### config.mk
export PLATFORM = sky130hd
export DESIGN_NAME = amp_relay_power_sequencer_unit
export DESIGN_NICKNAME = d
export VERILOG_FILES = /design/src/arps_pkg.sv /design/src/amp_relay_power_sequencer_unit.sv /design/src/arps_debounce.sv /design/src/arps_seq.sv
export SDC_FILE = /design/constraint.sdc
export NUM_CORES = 1
export LEC_CHECK = 0
export ABC_AREA = 1
export BUFFER_PORTS_ARGS = -buffer_cell sky130_fd_sc_hd__buf_4
export CORE_MARGIN = 3
export CORE_UTILIZATION = 25
export CTS_BUF_LIST = sky130_fd_sc_hd__clkbuf_4 sky130_fd_sc_hd__clkbuf_8 sky130_fd_sc_hd__clkbuf_16
export CTS_CLUSTER_DIAMETER = 50
export DETAILED_ROUTE_END_ITERATION = 8
export PLACE_DENSITY = 0.45
export SKIP_LAST_GASP = 1
export SLEW_MARGIN = 10
export SYNTH_ARGS = -nofsm -noshare
export SYNTH_HDL_FRONTEND = slang
export SYNTH_SLANG_ARGS = --single-unit
### constraint.sdc
create_clock -name clk -period 3.51 [get_ports clk]
set_input_delay 0.351 -clock clk [delete_from_list [all_inputs] [get_ports clk]]
set_output_delay 0.351 -clock clk [all_outputs]
set_load 0.01 [all_outputs]
### src/arps_pkg.sv
// shared types, codes and helpers of the amplifier relay power sequencer
package arps_pkg;

	localparam int TICK_W      = 16;
	localparam int SENSE_DBN_W = TICK_W + 1;
	localparam int CFG_INDEX_W = 2;

	localparam logic [TICK_W-1:0] SHORT_TICKS_RST = 16'd50;
	localparam logic [TICK_W-1:0] LONG_TICKS_RST  = 16'd1000;

	typedef enum logic [CFG_INDEX_W-1:0] {
		REG_SHORT_TICKS = 2'd0,
		REG_LONG_TICKS  = 2'd1
	} cfg_reg_t;

	typedef struct packed {
		logic switch_level;
		logic sense_level;
	} in_item_t;

	typedef struct packed {
		logic drive_a;
		logic drive_b;
		logic amp_release;
		logic led;
	} out_item_t;

	typedef struct packed {
		logic set_on;
		logic set_off;
		logic set_fault;
	} dbn_event_t;

	typedef struct packed {
		logic coil_a;
		logic coil_b;
		logic amp_rel;
	} coil_drive_t;

	typedef enum logic [13:0] {
		ST_CLASSIFY    = 14'h0001,
		ST_START_WAIT  = 14'h0002,
		ST_START_PULSE = 14'h0004,
		ST_FIX_WAIT    = 14'h0008,
		ST_FIX_PULSE   = 14'h0010,
		ST_FIX_LONG    = 14'h0020,
		ST_SR_WAIT     = 14'h0040,
		ST_SR_P1       = 14'h0080,
		ST_SR_P2       = 14'h0100,
		ST_SR_P3       = 14'h0200,
		ST_SR_LONG     = 14'h0400,
		ST_WARN_HOLD   = 14'h0800,
		ST_WARN_GAP    = 14'h1000,
		ST_POST_LONG   = 14'h2000
	} seq_state_t;

	function automatic logic [TICK_W-1:0] eff_ticks(input logic [TICK_W-1:0] v);
		eff_ticks = (v == '0) ? {{(TICK_W-1){1'b0}}, 1'b1} : v;
	endfunction

endpackage

### src/amp_relay_power_sequencer_unit.sv
// top level of the amplifier relay power sequencer
// One beat in is one millisecond tick carrying the switch and relay-sense levels; one result
// beat comes out for every tick. A tick lands in an input register and, once the result side
// can take it, is worked off through the debouncers and the sequencer into the result
// register; one tick can be accepted in every cycle while the result side keeps up. The delay
// registers are written at any time through the configuration port, which is always ready; a
// delay already running keeps its length.
module amp_relay_power_sequencer_unit import arps_pkg::*; (
	input  logic                   clk,
	input  logic                   arst_n,
	input  logic                   item_valid,
	output logic                   item_stall,
	input  in_item_t               item,
	output logic                   result_valid,
	input  logic                   result_stall,
	output out_item_t              result,
	input  logic                   cfg_valid,
	output logic                   cfg_ready,
	input  logic [CFG_INDEX_W-1:0] cfg_index,
	input  logic [TICK_W-1:0]      cfg_data
);

	logic              in_valid_s1;
	in_item_t          in_s1;
	logic              advance;
	logic              accept;
	logic [TICK_W-1:0] short_ticks_q;
	logic [TICK_W-1:0] long_ticks_q;
	dbn_event_t        ev;
	logic              led_n;
	coil_drive_t       drv_n;
	logic              result_valid_q;
	out_item_t         result_q;

	assign cfg_ready    = 1'b1;
	assign advance      = in_valid_s1 && (!result_valid_q || !result_stall);
	assign item_stall   = in_valid_s1 && !advance;
	assign accept       = item_valid && !item_stall;
	assign result_valid = result_valid_q;
	assign result       = result_q;

	always_ff @(posedge clk or negedge arst_n) begin
		if (!arst_n) begin
			short_ticks_q <= SHORT_TICKS_RST;
			long_ticks_q  <= LONG_TICKS_RST;
		end else if (cfg_valid) begin
			unique case (cfg_index)
				REG_SHORT_TICKS: short_ticks_q <= cfg_data;
				REG_LONG_TICKS:  long_ticks_q  <= cfg_data;
				default: ;
			endcase
		end
	end

	always_ff @(posedge clk or negedge arst_n) begin
		if (!arst_n) begin
			in_valid_s1 <= 1'b0;
		end else if (accept) begin
			in_valid_s1 <= 1'b1;
		end else if (advance) begin
			in_valid_s1 <= 1'b0;
		end
	end

	always_ff @(posedge clk) begin
		if (accept)
			in_s1 <= item;
	end

	arps_debounce u_debounce (
		.clk         (clk),
		.arst_n      (arst_n),
		.step        (advance),
		.sw          (in_s1.switch_level),
		.se          (in_s1.sense_level),
		.short_ticks (short_ticks_q),
		.ev          (ev),
		.led_n       (led_n)
	);

	arps_seq u_seq (
		.clk         (clk),
		.arst_n      (arst_n),
		.step        (advance),
		.sw          (in_s1.switch_level),
		.se          (in_s1.sense_level),
		.short_ticks (short_ticks_q),
		.long_ticks  (long_ticks_q),
		.ev          (ev),
		.drv_n       (drv_n)
	);

	// result beat register
	always_ff @(posedge clk or negedge arst_n) begin
		if (!arst_n) begin
			result_valid_q <= 1'b0;
		end else if (advance) begin
			result_valid_q <= 1'b1;
		end else if (!result_stall) begin
			result_valid_q <= 1'b0;
		end
	end

	always_ff @(posedge clk) begin
		if (advance) begin
			result_q.drive_a     <= drv_n.coil_a;
			result_q.drive_b     <= drv_n.coil_b;
			result_q.amp_release <= drv_n.amp_rel;
			result_q.led         <= led_n;
		end
	end

endmodule

### src/arps_debounce.sv
// switch and sense debouncers with the indicator toggle
module arps_debounce import arps_pkg::*; (
	input  logic              clk,
	input  logic              arst_n,
	input  logic              step,
	input  logic              sw,
	input  logic              se,
	input  logic [TICK_W-1:0] short_ticks,
	output dbn_event_t        ev,
	output logic              led_n
);

	logic [TICK_W-1:0]      sw_cnt_q, sw_cnt_n;
	logic                   sw_pend_q, sw_pend_n;
	logic                   sw_prev_q;
	logic [SENSE_DBN_W-1:0] se_cnt_q, se_cnt_n;
	logic                   se_pend_q, se_pend_n;
	logic                   se_prev_q;
	logic                   led_q;
	logic [TICK_W-1:0]      short_eff;
	logic [SENSE_DBN_W-1:0] sense_len;

	assign short_eff = eff_ticks(short_ticks);
	assign sense_len = {short_eff, 1'b0};

	always_comb begin
		ev        = '0;
		led_n     = led_q;
		sw_cnt_n  = sw_cnt_q;
		sw_pend_n = sw_pend_q;
		se_cnt_n  = se_cnt_q;
		se_pend_n = se_pend_q;

		if (sw_cnt_q != '0) begin
			sw_cnt_n = sw_cnt_q - 1'b1;
			if (sw_cnt_n == '0) begin
				ev.set_on  = sw;
				ev.set_off = !sw;
				led_n      = !led_n;
				if (sw_pend_q) begin
					sw_pend_n = 1'b0;
					sw_cnt_n  = short_eff;
				end
			end
		end
		if (sw != sw_prev_q) begin
			if (sw_cnt_n != '0)
				sw_pend_n = 1'b1;
			else
				sw_cnt_n = short_eff;
		end

		if (se_cnt_q != '0) begin
			se_cnt_n = se_cnt_q - 1'b1;
			if (se_cnt_n == '0) begin
				if (!se && sw) begin
					ev.set_fault = 1'b1;
					led_n        = !led_n;
				end
				if (se_pend_q) begin
					se_pend_n = 1'b0;
					se_cnt_n  = sense_len;
				end
			end
		end
		if (se_prev_q && !se) begin
			if (se_cnt_n != '0)
				se_pend_n = 1'b1;
			else
				se_cnt_n = sense_len;
		end
	end

	always_ff @(posedge clk or negedge arst_n) begin
		if (!arst_n) begin
			sw_cnt_q  <= '0;
			sw_pend_q <= 1'b0;
			sw_prev_q <= 1'b1;
			se_cnt_q  <= '0;
			se_pend_q <= 1'b0;
			se_prev_q <= 1'b1;
			led_q     <= 1'b1;
		end else if (step) begin
			sw_cnt_q  <= sw_cnt_n;
			sw_pend_q <= sw_pend_n;
			sw_prev_q <= sw;
			se_cnt_q  <= se_cnt_n;
			se_pend_q <= se_pend_n;
			se_prev_q <= se;
			led_q     <= led_n;
		end
	end

endmodule

### src/arps_seq.sv
// relay and amplifier reset sequencer with its flags and delay timer
module arps_seq import arps_pkg::*; (
	input  logic              clk,
	input  logic              arst_n,
	input  logic              step,
	input  logic              sw,
	input  logic              se,
	input  logic [TICK_W-1:0] short_ticks,
	input  logic [TICK_W-1:0] long_ticks,
	input  dbn_event_t        ev,
	output coil_drive_t       drv_n
);

	seq_state_t        state_q, state_n;
	logic [TICK_W-1:0] timer_q, timer_n;
	logic [1:0]        rep_q, rep_n;
	logic              on_q, on_n;
	logic              off_q, off_n;
	logic              fault_q, fault_n;
	coil_drive_t       drv_q;
	logic [TICK_W-1:0] short_eff;
	logic [TICK_W-1:0] long_eff;
	logic              do_classify;
	logic              do_finish;
	logic              do_warn;

	assign short_eff = eff_ticks(short_ticks);
	assign long_eff  = eff_ticks(long_ticks);

	always_comb begin
		state_n     = state_q;
		timer_n     = timer_q;
		rep_n       = rep_q;
		on_n        = on_q | ev.set_on;
		off_n       = off_q | ev.set_off;
		fault_n     = fault_q | ev.set_fault;
		drv_n       = drv_q;
		do_classify = 1'b0;
		do_finish   = 1'b0;
		do_warn     = 1'b0;

		if (state_q == ST_CLASSIFY) begin
			do_classify = 1'b1;
		end else if (timer_q > 16'd1) begin
			timer_n = timer_q - 16'd1;
		end else begin
			unique case (state_q)
				ST_START_WAIT, ST_FIX_WAIT: begin
					drv_n.coil_a = 1'b1;
					drv_n.coil_b = 1'b0;
					timer_n      = short_eff;
					rep_n        = 2'd2;
					state_n      = (state_q == ST_START_WAIT) ? ST_START_PULSE : ST_FIX_PULSE;
				end
				ST_START_PULSE, ST_FIX_PULSE: begin
					if (rep_q != 2'd0) begin
						rep_n   = rep_q - 2'd1;
						timer_n = short_eff;
					end else begin
						drv_n.coil_a = 1'b0;
						drv_n.coil_b = 1'b0;
						off_n        = 1'b0;
						if (state_q == ST_START_PULSE) begin
							state_n = ST_CLASSIFY;
						end else begin
							timer_n = long_eff;
							state_n = ST_FIX_LONG;
						end
					end
				end
				ST_FIX_LONG, ST_POST_LONG: begin
					state_n = ST_CLASSIFY;
				end
				ST_SR_WAIT: begin
					drv_n.coil_a = !sw;
					drv_n.coil_b = sw;
					timer_n      = short_eff;
					state_n      = ST_SR_P1;
				end
				ST_SR_P1: begin
					timer_n = short_eff;
					state_n = ST_SR_P2;
				end
				ST_SR_P2: begin
					timer_n = short_eff;
					state_n = ST_SR_P3;
				end
				ST_SR_P3: begin
					drv_n.coil_a = 1'b0;
					drv_n.coil_b = 1'b0;
					if (on_n) begin
						timer_n = long_eff;
						state_n = ST_SR_LONG;
					end else begin
						do_finish = 1'b1;
					end
				end
				ST_SR_LONG: begin
					drv_n.amp_rel = 1'b1;
					on_n          = 1'b0;
					do_finish     = 1'b1;
				end
				ST_WARN_HOLD: begin
					if (rep_q != 2'd0) begin
						rep_n   = rep_q - 2'd1;
						timer_n = long_eff;
					end else begin
						drv_n.amp_rel = 1'b1;
						timer_n       = short_eff;
						rep_n         = 2'd1;
						state_n       = ST_WARN_GAP;
					end
				end
				ST_WARN_GAP: begin
					if (rep_q != 2'd0) begin
						rep_n   = rep_q - 2'd1;
						timer_n = short_eff;
					end else begin
						do_warn = 1'b1;
					end
				end
				default: begin
					do_classify = 1'b1;
				end
			endcase
		end

		// finish of a relay switch
		if (do_finish) begin
			off_n = 1'b0;
			if (rep_q == 2'd0) begin
				do_warn = 1'b1;
			end else begin
				if (rep_q == 2'd2)
					fault_n = 1'b0;
				state_n = ST_CLASSIFY;
			end
		end

		// fault loop entry or, without a standing fault, the long post delay
		if (do_warn) begin
			timer_n = long_eff;
			if (sw && fault_n && !se) begin
				drv_n.amp_rel = 1'b0;
				rep_n         = 2'd2;
				state_n       = ST_WARN_HOLD;
			end else begin
				drv_n.amp_rel = 1'b1;
				fault_n       = 1'b0;
				state_n       = ST_POST_LONG;
			end
		end

		if (do_classify) begin
			state_n = ST_CLASSIFY;
			if (!sw && se && !off_n) begin
				timer_n = short_eff;
				state_n = ST_FIX_WAIT;
			end else if (sw != se) begin
				if (sw)
					rep_n = on_n ? 2'd1 : 2'd0;
				else
					rep_n = 2'd2;
				if (on_n)
					drv_n.amp_rel = 1'b0;
				timer_n = short_eff;
				state_n = ST_SR_WAIT;
			end
		end
	end

	always_ff @(posedge clk or negedge arst_n) begin
		if (!arst_n) begin
			state_q <= ST_START_WAIT;
			timer_q <= SHORT_TICKS_RST;
			rep_q   <= 2'd0;
			on_q    <= 1'b0;
			off_q   <= 1'b0;
			fault_q <= 1'b0;
			drv_q   <= '{coil_a: 1'b0, coil_b: 1'b0, amp_rel: 1'b1};
		end else if (step) begin
			state_q <= state_n;
			timer_q <= timer_n;
			rep_q   <= rep_n;
			on_q    <= on_n;
			off_q   <= off_n;
			fault_q <= fault_n;
			drv_q   <= drv_n;
		end
	end

endmodule

==> run summary <==
For this run, the slowest stage of the critical path takes 0.41 ns. Setup repair after global routing left no endpoint under its margin. The area growth from synthesis to layout was 18.5%.

Once layout is done, the placed cells without fillers occupy 11900 sq um. Entering global routing, the biggest net connects 60 pins. The number of antenna violations at the first check in global routing is 0. By instance count, the cell type seen most on the critical path is nand2_1. The number of distinct library cells after synthesis came out at 54.

After detailed routing, the number of remaining DRC violations is 0. The run gives 0 ns as the final-layout setup total negative slack. All-layer global routing usage: 18.8%. The critical path goes through inv_1 > ha_1 > nand3_2 > nor2_4 > nand2_1 > xor2_2 > nand3_1 > nor2_4 > nand3_2 > nand3_1 > nand2_1 > nand2_1 > nand2_1 > nand2_2 > nand2_2 > nand2_1 > buf_4 > inv_1 > nor2_1 > o21ai_1. After the first detailed-routing iteration, the DRC count stood at 902.

The largest area contributor in the synthesized netlist was dfrtp_1. The run gives 0 as the final max-slew violation count. The worst register-to-register path ends at u_seq.timer_q[2]. In the post-synthesis netlist, the biggest area contributors are dfrtp_1, nand2_1, nand3_1. The synthesized design contains 6 enable-type register cells. In the final layout, the share of cells above drive strength 1 is 13.3%. The worst setup path is launched from a register. The die height is 206 um, and the cell area after technology mapping is 10000 sq um.

The cell with the largest stage delay on the worst path is dfrtp_1. The H-tree was split into 4 levels. Summing the sequential cell areas from Yosys gives 29.5% of the chip area. The area taken by multi-input logic gates was 6080 sq um. The library cell used most frequently in the layout, excluding fill and tap cells, is nand2_1.

For the final-layout worst hold slack, the log shows -0.0188 ns. The checks that failed: hold timing. STA classifies the critical path endpoint as a register. The HPWL after detailed placement is 29900 um.

The cell at the root of the clock tree is clkbuf_16. Counting flops with an async set or reset pin after synthesis yields a share of 94.8%. Maximum ir drop on the vdd rail: 0.439 mV. The analysis attributes to cell leakage a power of 5.91 nW. Dividing total power by cell area gives a power density of 894 nW/um^2. The post-route antenna net violation count is 0, and the count of input and output buffers is 30.

After synthesis the netlist holds a flip-flop and latch count of 116. The number of placed instances, taps included, is 2203. For this configuration, the core starts out at a cell density of 25.6%. The flow ran to the end, but the final reports show violations.

Synthesis produced 1637 cells. The most critical setup path has its endpoint at u_seq.timer_q[2]. TritonCTS built the clock tree. The worst clock skew came out at 0.0107 ns. For the critical path data arrival time, the log shows 3.54 ns. The floorplan step set the die width to 206 um.

The number of nets in the synthesized netlist is 1671. The clock reaches the later pin of the worst-skew pair after 0.44 ns. The via count of the first global-routing pass is 10500, and the cell area reported after detailed placement is 11200 sq um. The transition at the pin with the smallest max-transition slack was 1.03 ns; the number of nets in the final layout was 1738. The kind of cell with the highest combined delay along the critical path is simple AND/OR/NAND/NOR gates. The most critical setup path has its startpoint at u_debounce.sw_cnt_q[1]. The mean post-synth cell area was 6.11 sq um; the final weighted congestion of routability-driven global placement was 0.920. The worst register-to-register path begins at u_debounce.sw_cnt_q[1]. The class of the tightest hold or removal check is primary input to async pin.

The worst register-to-register path has a depth of 20. The sequential cells in the finished layout cover a total of 2950 sq um. The library cells used most frequently in the layout, excluding fill and tap cells, are nand2_1, inv_1, nor2_1. The run gives 11 as the final hold violation count. The number of maximum-capacitance constraint violations was 0; the shortest period the worst path allows was 3.21 ns. The tools report the smallest setup slack after layout as 0.298 ns. Of the available clock period, the critical path in the final layout requires 91.5%. The number of iterations in the first detailed-routing pass came out at 5. Among all flip-flop cells after synthesis, the most frequent one is dfrtp_1.

Top fanout value on the critical path: 11. The count of warnings emitted by yosys was 0; the number of standard cells in the layout, taps in and fillers out was 2236. In this run the biggest area consumer among cell types represents 23.3% of the synthesized area. The clock passes through at most 2 buffers.

Total power for the finished layout comes to 10.6 mW. I/O pin total: 32. Counting every sink on the clock net gives 116.

After clock tree synthesis, the clock-pin slew on the worst setup and hold paths is 0.07 ns. For the area of the core, the log shows 39100 sq um. The tools report the TritonCTS buffer count as 17. The buffers plus inverters on the worst setup path is 3. In the final routed layout, each cell accounts on average for 17.6 um. Setup violations remaining at the end of the flow were counted as 0. The logs give 3.84 ns for the critical path data required time and 61500 um for the global-route wire length before repair.

The routed layout has 11100 vias. The setup check on the worst reg-to-reg path leaves a slack of 0.30 ns. The run gives 72 as the number of standard-cell rows in the floorplan. The worst setup path is of the register to register kind. Fill cells in the final layout number 4440. The total overflow left after global routing is 0. The number of stages on the worst setup path is 20, and the placement-stage worst setup slack is 0.192 ns. For this block, the routed nets add up to 39400 um of wire. For this run, the top clock speed supported by timing is 0.311 GHz.

Floorplan die area: 42400 sq um. The relative max-transition margin came out at 31.0%. The average vias per placed instance came out at 4.97.
==> layer usage <==
layer  share of wire (%)  track usage [%]
met5                   0                0
met2                  45             29.4
met3                 5.9             3.37
met4                 3.2             7.03
met1                  45             25.8
==> state kept, by name (all words and copies together), names as in the netlist, 2 cells and up <==
name / cells
short_ticks_q: 16
u_seq.timer_q: 16
long_ticks_q: 16
u_debounce.sw_cnt_q: 16
result: 4
in_s1: 2
u_debounce.se_cnt_q: 17
u_seq.rep_q: 2
u_seq.state_q: 14
u_seq.drv_q: 3
==> synthesized netlist by cell type (2+ instances only) <==
cell type  count
o221ai_1       5
nor2_2        10
nor2_4        11
a21oi_1       56
nand2_2       24
o21bai_1       2
nor2_1       169
buf_6          2
dfstp_2       17
buf_1          3
inv_1        197
a32o_1         2
inv_2         10
buf_4          4
o22ai_1       12
nand3_4        2
edfxtp_1       6
o21ai_0      135
a31oi_1        4
nand3_2        6
nor3_1        20
nand4_1       51
clkbuf_1      32
a22oi_1        6
nand3b_1      11
o2111ai_1      2
or2_2          4
nor4_1         6
nand2_1      508
xor2_1        10
o211ai_1       5
a211oi_1       2
xnor2_1        3
o21ai_1        9
ha_1           9
clkinv_1       3
dfrtp_1       93
nand2_4        2
nor3b_1        2
nand3_1      161
buf_2          8
==> cell type report <==
class                           count  share of cell area [%]
Timing Repair Buffer               97                    6.35
Clock inverter                      9                   0.971
Inverter                          210                    6.65
Tap cell                          518                    5.47
Sequential cell                   116                    24.9
Clock buffer                       23                    4.37
Antenna cell                        1                  0.0211
Multi-Input combinational cell   1262                    51.3
==> through the flow <==
step           hold WS (ns)  utilization [%]
2_1_floorplan        0.0554                -
3_3_place_gp          0.464             28.6
3_5_place_dp          0.472             28.6
4_1_cts           0.0000659             30.2
5_1_grt              0.0273             30.3
6_report            -0.0188             30.3
==> how the worst min path moves through the flow <==
stage | slack, ns | end | start
after global placement | 0.46 | u_debounce.led_q | u_debounce.led_q
after floorplan | 0.06 | in_valid_s1 | arst_n
after global routing | 0.03 | u_seq.state_q[7] | arst_n
after detailed placement | 0.47 | u_debounce.led_q | u_debounce.led_q
after CTS | 0.00007 | u_seq.state_q[4] | arst_n
final | -0.02 | u_seq.state_q[7] | arst_n
==> repair_timing <==
item | 4_1_cts | 5_1_grt
resized for setup | 0 | 9
endpoints found under the setup margin | 0 | 14
setup buffers | 0 | 0
hold buffers | 0 | 0
==> cell families after synthesis <==
| kind of cell | after synthesis | share of synthesized area, % |
|---|---|---|
| compound gates | 246 | 13.5 |
| xor+xnor | 13 | 1.14 |
| buf+inv | 259 | 10.1 |
| fa+ha+maj | 9 | 1.13 |
| other cells | 1 | 0.0375 |
| flops | 116 | 29.5 |
| simple gates | 993 | 44.5 |
==> power breakdown <==
part           switching [mW]  total [mW]  internal (mW)
Combinational            4.26        6.31           2.06
Clock                   0.711        1.90           1.19
Sequential              0.603        2.39           1.78
Total                    5.57        10.6           5.03
Power figures use the tool's default switching activity.
